### src/cls_pkg.sv
// Shared types and codes for the circular list store.
package cls_pkg;

    localparam int POS_W     = 10;
    localparam int DATA_W    = 32;
    localparam int OUT_CNT_W = 5;
    localparam int BIT_IDX_W = $clog2(POS_W);

    localparam logic [1:0] CMD_APPEND = 2'd0;
    localparam logic [1:0] CMD_REMOVE = 2'd1;
    localparam logic [1:0] CMD_READ   = 2'd2;

    localparam logic [1:0] STAT_OK    = 2'd0;
    localparam logic [1:0] STAT_FULL  = 2'd1;
    localparam logic [1:0] STAT_EMPTY = 2'd2;

    typedef enum logic [1:0] {
        S_IDLE,
        S_DIVIDE,
        S_WALK,
        S_FINISH
    } state_t;

    typedef struct packed {
        logic rotate;
        logic drop;
        logic wen;
    } cell_ctrl_t;

endpackage

### src/cls_cell.sv
// One storage cell of the entry ring.
module cls_cell
    import cls_pkg::*;
#(
    parameter int CNT_W = 5,
    parameter int IDX   = 0
) (
    input  logic                     aclk,
    input  cell_ctrl_t               ctrl,
    input  logic [CNT_W-1:0]         len,
    input  logic signed [DATA_W-1:0] wdata,
    input  logic signed [DATA_W-1:0] head_data,
    input  logic signed [DATA_W-1:0] next_data,
    output logic signed [DATA_W-1:0] data
);

    localparam logic [CNT_W-1:0] IDX_V  = CNT_W'(IDX);
    localparam logic [CNT_W-1:0] LAST_V = CNT_W'(IDX + 1);

    logic signed [DATA_W-1:0] data_reg;
    logic signed [DATA_W-1:0] data_next;
    logic                     is_last;
    logic                     in_ring;
    logic                     before_last;

    assign is_last     = (len == LAST_V);
    assign in_ring     = (IDX_V < len);
    assign before_last = (LAST_V < len);

    always_comb begin
        data_next = data_reg;
        if (ctrl.wen && (len == IDX_V)) begin
            data_next = wdata;
        end else if (ctrl.rotate && in_ring) begin
            data_next = is_last ? head_data : next_data;
        end else if (ctrl.drop && before_last) begin
            data_next = next_data;
        end
    end

    always_ff @(posedge aclk) begin
        data_reg <= data_next;
    end

    assign data = data_reg;

endmodule

### src/cls_mod_unit.sv
// Restoring remainder unit: position modulo count, one bit per cycle.
module cls_mod_unit
    import cls_pkg::*;
#(
    parameter int CNT_W = 5
) (
    input  logic             aclk,
    input  logic             aresetn,
    input  logic             start,
    input  logic [POS_W-1:0] dividend,
    input  logic [CNT_W-1:0] divisor,
    output logic             done,
    output logic [CNT_W-1:0] remainder
);

    logic                 busy_reg, busy_next;
    logic                 done_reg, done_next;
    logic [BIT_IDX_W-1:0] bit_reg, bit_next;
    logic [POS_W-1:0]     dvd_reg, dvd_next;
    logic [CNT_W-1:0]     dvs_reg, dvs_next;
    logic [CNT_W-1:0]     rem_reg, rem_next;
    logic [CNT_W:0]       shifted;

    assign shifted = {rem_reg, dvd_reg[POS_W-1]};

    always_comb begin
        busy_next = busy_reg;
        done_next = 1'b0;
        bit_next  = bit_reg;
        dvd_next  = dvd_reg;
        dvs_next  = dvs_reg;
        rem_next  = rem_reg;
        if (start) begin
            busy_next = 1'b1;
            bit_next  = BIT_IDX_W'(POS_W - 1);
            dvd_next  = dividend;
            dvs_next  = divisor;
            rem_next  = '0;
        end else if (busy_reg) begin
            dvd_next = dvd_reg << 1;
            if (shifted >= {1'b0, dvs_reg}) begin
                rem_next = CNT_W'(shifted - {1'b0, dvs_reg});
            end else begin
                rem_next = CNT_W'(shifted);
            end
            if (bit_reg == '0) begin
                busy_next = 1'b0;
                done_next = 1'b1;
            end else begin
                bit_next = bit_reg - 1'b1;
            end
        end
    end

    always_ff @(posedge aclk) begin
        if (!aresetn) begin
            busy_reg <= 1'b0;
            done_reg <= 1'b0;
        end else begin
            busy_reg <= busy_next;
            done_reg <= done_next;
        end
        bit_reg <= bit_next;
        dvd_reg <= dvd_next;
        dvs_reg <= dvs_next;
        rem_reg <= rem_next;
    end

    assign done      = done_reg;
    assign remainder = rem_reg;

endmodule

### src/circular_list_store_core.sv
// Top level of the circular list store: command sequencer over a ring of cells.
//
// Ordered store of up to CAPACITY signed 32-bit entries, head first, held in a
// ring of cells. Append, an unused command and any full or empty case go
// straight to the result state. Read and remove first run the
// position-modulo-count unit (one bit of the 10-bit position per cycle), then
// one ring rotation per stored entry while the addressed entry passes the
// head cell, where it is captured and, for remove, dropped. The next
// command is accepted while a finished result waits on the output.
module circular_list_store_core
    import cls_pkg::*;
#(
    parameter int CAPACITY = 16
) (
    input  logic                     aclk,
    input  logic                     aresetn,
    input  logic                     s_valid,
    output logic                     s_ready,
    input  logic [1:0]               s_command,
    input  logic signed [DATA_W-1:0] s_value,
    input  logic [POS_W-1:0]         s_position,
    output logic                     m_valid,
    input  logic                     m_ready,
    output logic signed [DATA_W-1:0] m_read_data,
    output logic [OUT_CNT_W-1:0]     m_count,
    output logic [1:0]               m_status
);

    localparam int CNT_W = $clog2(CAPACITY + 1);
    localparam logic [CNT_W-1:0] CAP_V = CNT_W'(CAPACITY);

    state_t                   state_reg, state_next;
    logic [CNT_W-1:0]         count_reg, count_next;
    logic [CNT_W-1:0]         walk_len_reg, walk_len_next;
    logic [CNT_W-1:0]         step_reg, step_next;
    logic [CNT_W-1:0]         slot_reg, slot_next;
    logic                     remove_reg, remove_next;
    logic signed [DATA_W-1:0] res_data_reg, res_data_next;
    logic [1:0]               res_status_reg, res_status_next;
    logic                     m_valid_reg, m_valid_next;
    logic signed [DATA_W-1:0] m_read_data_reg, m_read_data_next;
    logic [OUT_CNT_W-1:0]     m_count_reg, m_count_next;
    logic [1:0]               m_status_reg, m_status_next;

    logic                     accept;
    logic                     div_start;
    logic                     div_done;
    logic [CNT_W-1:0]         div_rem;
    logic                     at_slot;
    cell_ctrl_t               ctrl;
    logic signed [DATA_W-1:0] cell_data [CAPACITY];

    assign s_ready = (state_reg == S_IDLE);
    assign accept  = s_valid && s_ready;
    assign at_slot = (step_reg == slot_reg);

    always_comb begin
        state_next       = state_reg;
        count_next       = count_reg;
        walk_len_next    = walk_len_reg;
        step_next        = step_reg;
        slot_next        = slot_reg;
        remove_next      = remove_reg;
        res_data_next    = res_data_reg;
        res_status_next  = res_status_reg;
        m_valid_next     = m_valid_reg;
        m_read_data_next = m_read_data_reg;
        m_count_next     = m_count_reg;
        m_status_next    = m_status_reg;
        div_start        = 1'b0;
        ctrl             = '0;

        if (m_valid_reg && m_ready) begin
            m_valid_next = 1'b0;
        end

        unique case (state_reg)
            S_IDLE: begin
                if (accept) begin
                    res_data_next   = '0;
                    res_status_next = STAT_OK;
                    state_next      = S_FINISH;
                    unique case (s_command) inside
                        CMD_APPEND: begin
                            if (count_reg == CAP_V) begin
                                res_status_next = STAT_FULL;
                            end else begin
                                ctrl.wen   = 1'b1;
                                count_next = count_reg + 1'b1;
                            end
                        end
                        CMD_REMOVE, CMD_READ: begin
                            if (count_reg == '0) begin
                                res_status_next = STAT_EMPTY;
                            end else begin
                                div_start     = 1'b1;
                                walk_len_next = count_reg;
                                remove_next   = (s_command == CMD_REMOVE);
                                state_next    = S_DIVIDE;
                            end
                        end
                        default: begin
                        end
                    endcase
                end
            end
            S_DIVIDE: begin
                if (div_done) begin
                    slot_next  = div_rem;
                    step_next  = '0;
                    state_next = S_WALK;
                end
            end
            S_WALK: begin
                if (at_slot) begin
                    res_data_next = cell_data[0];
                end
                if (at_slot && remove_reg) begin
                    ctrl.drop  = 1'b1;
                    count_next = count_reg - 1'b1;
                end else begin
                    ctrl.rotate = 1'b1;
                end
                step_next = step_reg + 1'b1;
                if (step_reg == walk_len_reg - 1'b1) begin
                    state_next = S_FINISH;
                end
            end
            S_FINISH: begin
                if (!m_valid_reg || m_ready) begin
                    m_valid_next     = 1'b1;
                    m_read_data_next = res_data_reg;
                    m_count_next     = OUT_CNT_W'(count_reg);
                    m_status_next    = res_status_reg;
                    state_next       = S_IDLE;
                end
            end
            default: begin
                state_next = S_IDLE;
            end
        endcase
    end

    always_ff @(posedge aclk) begin
        if (!aresetn) begin
            state_reg   <= S_IDLE;
            count_reg   <= '0;
            m_valid_reg <= 1'b0;
        end else begin
            state_reg   <= state_next;
            count_reg   <= count_next;
            m_valid_reg <= m_valid_next;
        end
        walk_len_reg    <= walk_len_next;
        step_reg        <= step_next;
        slot_reg        <= slot_next;
        remove_reg      <= remove_next;
        res_data_reg    <= res_data_next;
        res_status_reg  <= res_status_next;
        m_read_data_reg <= m_read_data_next;
        m_count_reg     <= m_count_next;
        m_status_reg    <= m_status_next;
    end

    cls_mod_unit #(
        .CNT_W(CNT_W)
    ) u_mod (
        .aclk     (aclk),
        .aresetn  (aresetn),
        .start    (div_start),
        .dividend (s_position),
        .divisor  (count_reg),
        .done     (div_done),
        .remainder(div_rem)
    );

    for (genvar i = 0; i < CAPACITY; i++) begin : g_cell
        logic signed [DATA_W-1:0] next_data;
        if (i == CAPACITY - 1) begin : g_end
            assign next_data = cell_data[0];
        end else begin : g_mid
            assign next_data = cell_data[i+1];
        end
        cls_cell #(
            .CNT_W(CNT_W),
            .IDX  (i)
        ) u_cell (
            .aclk     (aclk),
            .ctrl     (ctrl),
            .len      (count_reg),
            .wdata    (s_value),
            .head_data(cell_data[0]),
            .next_data(next_data),
            .data     (cell_data[i])
        );
    end

    assign m_valid     = m_valid_reg;
    assign m_read_data = m_read_data_reg;
    assign m_count     = m_count_reg;
    assign m_status    = m_status_reg;

endmodule

### config.mk
export PLATFORM = sky130hd
export DESIGN_NAME = circular_list_store_core
export DESIGN_NICKNAME = d
export VERILOG_FILES = /design/src/cls_pkg.sv /design/src/cls_cell.sv /design/src/cls_mod_unit.sv /design/src/circular_list_store_core.sv
export SDC_FILE = /design/constraint.sdc
export NUM_CORES = 1
export LEC_CHECK = 0
export ABC_AREA = 0
export BUFFER_PORTS_ARGS = -buffer_cell sky130_fd_sc_hd__buf_4
export CAP_MARGIN = 10
export CELL_PAD_IN_SITES_DETAIL_PLACEMENT = 0
export CELL_PAD_IN_SITES_GLOBAL_PLACEMENT = 1
export CORE_MARGIN = 2
export CORE_UTILIZATION = 55
export CTS_CLUSTER_DIAMETER = 30
export DETAILED_ROUTE_END_ITERATION = 10
export PLACE_DENSITY_LB_ADDON = 0.2
export RECOVER_POWER = 25
export SLEW_MARGIN = 5
export SYNTH_ARGS = -nofsm -noshare
export SYNTH_HDL_FRONTEND = slang
export SYNTH_SLANG_ARGS = --single-unit
### constraint.sdc
create_clock -name aclk -period 9.9 [get_ports aclk]
set_clock_uncertainty 0.2 [all_clocks]
set_input_delay 1.98 -clock aclk [delete_from_list [all_inputs] [get_ports aclk]]
set_output_delay 1.98 -clock aclk [all_outputs]
set_load 0.05 [all_outputs]
# Yosys cells after proc, flatten, opt, wreduce, memory -nomap -nowiden
# Index checks and enable logic that the tools add are counted.
# W data, S select, Z words.
totals:
  register_bits: 635
  latchBits: 0
  ram_bits: 0
  rom_bits: 0
  in_bits: 48
  out_inout_bits: 41
  wordCells: 286
  memories: 0
classes:
  addsub: 6
  mul: 0
  n_div: 0
  magnitude_cmp: 18
  n_eq_ne: 32
  shift: 0
  mux: 104
  n_bitwise: 4
  n_reduce_logical: 88
ops:
  columns: ["operator", "count"]
  rows:
  - ["$mux W32", 65]
  - ["$pmux W32 S2", 1]
  - ["$logic_and A1 B1 Y1", 51]
  - ["$reduce_bool A3 Y1", 16]
  - ["$eq A5 B4 Y1 const B", 8]
  - ["$lt A4 B5 Y1 const A", 8]
  - ["$mux W5", 6]
  - ["$eq A5 B3 Y1 const B", 4]
  - ["$lt A3 B5 Y1 const A", 4]
  - ["$mux W10", 2]
  - ["$pmux W5 S2", 2]
  - ["$mux W1", 18]
  - ["$mux W2", 8]
  - ["$reduce_and A2 Y1", 6]
  - ["$add A5 B1 Y5 const B", 2]
  - ["$eq A5 B2 Y1 const B", 2]
  - ["$eq A5 B5 Y1", 2]
  - ["$lt A1 B5 Y1 const A", 2]
  - ["$lt A2 B5 Y1 const A", 2]
  - ["$ne A2 B2 Y1 const B", 5]
  - ["$sub A5 B1 Y5 const B", 2]
  - ["$pmux W2 S4", 1]
  - ["$reduce_and A4 Y1", 2]
  - ["$eq A2 B2 Y1 const B", 3]
  - ["21 further kinds", 30]

# Longest topological paths before layout
logic_depth:
  ltp_word: 8
  mapped_depth: 11
  ltp_nobuf: 9

# Cells and area by module
# A second synthesis with hierarchy kept.
hier_totals:
  cells_unflattened: 3513
  area_unflattened_um2: 35983.3
modules_own_cells:
  columns: ["module", "instances", "cells_each", "area_each_um2", "seq_area_each_um2"]
  rows:
  - ["cls_cell at g_cell[14].u_cell ...", 2, 193, 1986.9, 960.9]
  - ["circular_list_store_core", 1, 249, 3881.2, 2832.7]
  - ["cls_cell at g_cell[13].u_cell ...", 2, 198, 1886.8, 960.9]
  - ["cls_cell at g_cell[12].u_cell", 1, 201, 2109.5, 960.9]
  - ["cls_cell at g_cell[1].u_cell", 1, 225, 2021.9, 960.9]
  - ["cls_cell at g_cell[10].u_cell", 1, 195, 1993.2, 960.9]
  - ["cls_cell at g_cell[4].u_cell", 1, 195, 1984.4, 960.9]
  - ["cls_cell at g_cell[15].u_cell", 1, 197, 1944.4, 960.9]
  - ["cls_cell at g_cell[11].u_cell", 1, 198, 1909.3, 960.9]
  - ["cls_cell at g_cell[9].u_cell", 1, 198, 1896.8, 960.9]
  - ["cls_cell at g_cell[7].u_cell", 1, 197, 1888.1, 960.9]
  - ["cls_cell at g_cell[3].u_cell", 1, 197, 1874.3, 960.9]
  - ["cls_cell at g_cell[8].u_cell", 1, 195, 1845.5, 960.9]
  - ["cls_cell at g_cell[2].u_cell", 1, 192, 1820.5, 960.9]
  - ["2 more rows", null, null, null, null]

# Worst setup path after synthesis
# Ideal clock, no wire load.
synth_path:
  kind: "input to register"
  from: "input port s_command[0]"
  to: "register g_cell[14].u_cell.data_reg[0], enable pin"
  setup_ns: 0.658
  t_arrival_ns: 4.185
  required_ns: 9.042
  slack_ns: 4.857
  path_stages: 8
  path_buffers: 2
  path_cell_list: "inv_1 ha_1 and3_1 nand2_1 or3_1 clkbuf_1 clkbuf_1 o21ai_0"
synth_between:
  elab_chain_cells: 6
synth_rtl:
  columns: ["item", "line", "rtl"]
  rows:
  - ["start, declared", "circular_list_store_core.sv:19", "input logic [1:0] s_command,"]
  - ["$logic_not A2 Y1 (no line)", null, null]
  - ["$mux W1", "circular_list_store_core.sv:83", "unique case (s_command) inside"]
  - ["$mux W1", "circular_list_store_core.sv:79", "if (accept) begin"]
  - ["$mux W1", "circular_list_store_core.sv:77", "unique case (state_reg)"]
  - ["$logic_and A1 B1 Y1", "cls_cell.sv:32", "if (ctrl.wen && (len == IDX_V)) begin"]
  - ["$reduce_bool A3 Y1 (no line)", null, null]
  - ["end signal, assigned", "cls_cell.sv:42", "data_reg <= data_next;"]
  - ["end, declared", "cls_cell.sv:20", "logic signed [DATA_W-1:0] data_reg;"]
# Every way passes these cells.
# A chain may end at the register's enable or synchronous reset.

# Worst setup path after layout
layout_path:
  from: "register state_reg[0]"
  to: "register res_data_reg[16], enable pin"
layout_between:
  elab_chain_cells: 4
  word_cells_on_any_way: 7
layout_rtl:
  columns: ["item", "line", "rtl"]
  rows:
  - ["start, declared", "circular_list_store_core.sv:32", "state_t state_reg, state_next;"]
  - ["start signal, assigned", "circular_list_store_core.sv:150", "state_reg <= state_next;"]
  - ["$logic_not A2 Y1", "circular_list_store_core.sv:53, circular_list_store_core.sv:77", null]
  - ["$logic_and A1 B1 Y1", "circular_list_store_core.sv:54", "assign accept = s_valid && s_ready;"]
  - ["$ne A2 B1 Y1 (no line)", null, null]
  - ["$reduce_and A3 Y1 (no line) *", null, null]
  - ["end signal, assigned", "circular_list_store_core.sv:158", "res_data_reg <= res_data_next;"]
  - ["end, declared", "circular_list_store_core.sv:38", "logic signed [DATA_W-1:0] res_data_reg, res_data_next;"]
# Every way passes the cells marked *; elsewhere a longest branch is shown, timed or not.

==> reports/metrics.yaml <==
status: "complete, but fails checks"
failed_checks: "max-capacitance violations, max-slew violations"
vias: 21200
grt_pass1_wl_um: 122000
p_switching_mw: 2.20
slew_viol_final: 247
finalHoldViolCount: 0
avgSynthCellArea_um2: 11.4
yosysSeqAreaShare_pct: 60.2
critPathRequiredTime_ns: 10.01
power_mw: 8.62
cts_num_sinks: 635
cp_max_fo: 49
largest_reg_flops: 512
nNetsFinal: 2830
post-route-period-util_pct: 68.6
antenna_found_initial: 0
critPathLaunch: "state_reg[0]"
drv_cap: 9
drtIter0Drc: 1647
worstReg2RegStart: "state_reg[0]"
die_width_um: 243
crit_path_start_kind: "register"
wl_per_cell_um: 21.6
areaGrowthSynthToFinish_pct: 16.5
ys.flop_type: "edfxtp_1"
via_per_inst: 5.85
arrival_ns: 6.90
diodes: 0
fp.dieH_um: 243
grtUsageTotal_pct: 26.7
io_pins: 89
rsz0062_at_grt: "no"
root_buffer: "clkbuf_16"
synthesis.area_mm2: 0.0314
layout-drive-gt1-share_pct: 13.6
tightest_slew_ns: 2.85
utilization_pct: 64.8
ys_seq_elements: 635
die_area_mm2: 0.0589
r2r-end: "res_data_reg[16]"
crit_top_cell: "clkbuf_1"
cts_hold_buf: 0
drt_pass1_iterations: 7
synth_edf_count: 616
drc_errors: 0
cp_slowest_cell: "a21oi_1"
worst-r2r-setup-slack_ns: 3.10
cts_buffers: 140
initial_utilization_pct: 55.6
p_int_mw: 6.42
r2r_cells: 6
cts_tree: "yes"
seqPwrFrac_pct: 39.7
place_hpwl_um: 47100
post_cts_resized: 0
fill_cells: 4331
clk_pin_slew_ns: 0.04
routabilityCongestion: 0.870
finalSetupTns_ns: 0
worstSetupPathType: "reg -> reg"
max_stage_delay_ns: 2.06
powerDensity_mw_per_mm2: 236
multiInputGateArea_mm2: 0.0113
yosysWarnings: 0
grt_pass1_vias: 21400
clockBufferDepth: 3
cpLargestDelayFamily: "buffers and inverters"
crit_path_end: "res_data_reg[16]"
p_comb_share_pct: 8.9
pwr-share-clk_pct: 51.4
regArea_mm2: 0.0189
critical_path_buf_inv_count: 3
setup_slack_ns: 3.10
period_needed_ns: 6.80
yosysUniqueCellTypes: 65
p_leak_nw: 14.3
overflow: 0
wl_um: 78300
whs_ns: 0.209
netSwitchingFraction_pct: 25.5
crit_cells: 6
grt_max_degree: 66
core_mm2: 0.0564
synth_cells: 2743
postSynth.asyncResetShare_pct: 0
max_slew_margin_pct: -90.2
crit_path_end_kind: "register"
synth.net_count: 2813
cts_setup_buffers: 0
finalSetupViolCount: 0
worstSkewPairLatency_ns: 0.71
worstPathCellList: "inv_1 -> ha_1 -> clkbuf_1 -> nand2b_1 -> a21oi_1 -> clkbuf_1"
fmax_mhz: 147
portBuffers: 88
rows: 87
ant_nets: 0
dpl_worst_slack_ns: 4.30
min_path_type: "reg -> reg"
htreeDepth: 4
ir_drop_mv: 0.203
[synthesized netlist by cell type (3+ instances only)]
cell type | instances | share of area [%]
edfxtp_1 | 616 | 59
nor2_1 | 379 | 4.5
mux2i_1 | 355 | 11
nand2_1 | 351 | 4.2
a21oi_1 | 278 | 4.4
clkbuf_1 | 160 | 1.9
a31oi_1 | 97 | 1.9
o21ai_1 | 82 | 1.3
mux2_2 | 65 | 2.3
and2_1 | 40 | 0.80
buf_2 | 35 | 0.56
buf_6 | 29 | 1.0
o21ai_0 | 29 | 0.46
inv_1 | 25 | 0.30
ha_1 | 21 | 0.84
dfxtp_1 | 19 | 1.2
nand3_1 | 14 | 0.22
buf_1 | 13 | 0.16
buf_4 | 12 | 0.29
nor3_1 | 12 | 0.19
xnor2_1 | 11 | 0.31
and3_1 | 9 | 0.18
nor2b_1 | 8 | 0.16
xor2_1 | 8 | 0.22
nand2_2 | 4 | 0.080
nand2b_1 | 4 | 0.080
nand4_1 | 4 | 0.080
a211oi_1 | 3 | 0.072
a311o_1 | 3 | 0.096
nand3_2 | 3 | 0.096
nor3_2 | 3 | 0.096
nor4_1 | 3 | 0.060
nor4bb_1 | 3 | 0.096
o211ai_1 | 3 | 0.072
[power by group through the flow]
stage | Combinational, mW | Sequential (mW) | Clock [mW]
floorplan | 0.504 | 3.40 | 0
CTS | 0.797 | 3.42 | 4.48
global placement | 0.769 | 3.45 | 0
detailed placement | 0.793 | 3.46 | 0
global route | 0.830 | 3.45 | 4.61
finish | 0.769 | 3.42 | 4.43
[final cells by class]
cell class                 count  area share [%]
sequential                   635            51.7
multi-input combinational   1832            30.9
clock buffer                 175            10.2
tap                          756            2.59
clock inverter                80            2.22
timing repair buffer         124            2.14
inverter                      27           0.277
[worst min path at each step]
stage / from / to / slack [ns] / cells past startpoint
2_1_floorplan: res_data_reg[0] / m_read_data[0] / 0.20 / 0
3_3_place_gp: res_data_reg[11] / m_read_data[11] / 0.20 / 0
3_5_place_dp: res_data_reg[31] / m_read_data[31] / 0.20 / 0
4_1_cts: res_data_reg[31] / m_read_data[31] / 0.21 / 0
5_1_grt: res_data_reg[16] / m_read_data[16] / 0.22 / 0
6_report: res_data_reg[31] / m_read_data[31] / 0.21 / 0
[metrics by stage]
stage	instance area, µm²	cells
2_1_floorplan	31400	2743
6_report	36500	3629
3_3_place_gp	32200	3371
3_5_place_dp	32200	3371
4_1_cts	36700	3626
5_1_grt	36500	3629
[kinds of logic (layout without fill, tap and decap cells)]
family | Yosys count | count (layout) | synth area share [%]
mux | 420 | 420 | 13.7
compound gates | 516 | 516 | 8.94
buf+inv | 276 | 406 | 4.28
flops | 635 | 635 | 60.2
fa+ha+maj | 22 | 22 | 0.902
xor+xnor | 20 | 20 | 0.583
simple gates | 854 | 854 | 11.4
[cell usage in the layout, fill, tap and decap left out, types with 11 or more instances in the layout]
master / instances
ha_1: 21
buf_4: 68
clkbuf_1: 82
and2_1: 13
nand3_1: 11
nor2_1: 379
and2_0: 26
inv_1: 25
nand2_1: 345
clkinv_2: 29
o21ai_0: 52
mux2_2: 65
edfxtp_1: 616
xnor2_1: 11
clkinv_1: 22
o21ai_1: 53
mux2i_1: 355
dfxtp_1: 19
a21oi_1: 279
bufinv_16: 12
clkbuf_16: 144
a31oi_1: 97
[layer usage]
layer  wire [µm]  part of all wire, %  GRT usage, %  vias to the layer above
met5           0                    0             0                        -
met4        1840                  2.3          10.1                        0
met3        5850                  7.5          5.48                      150
met2       37400                   48          43.7                      816
met1       33200                   42          35.2                    10300
li1            -                    -             -                     9952
(Power assumes the default switching activity.)
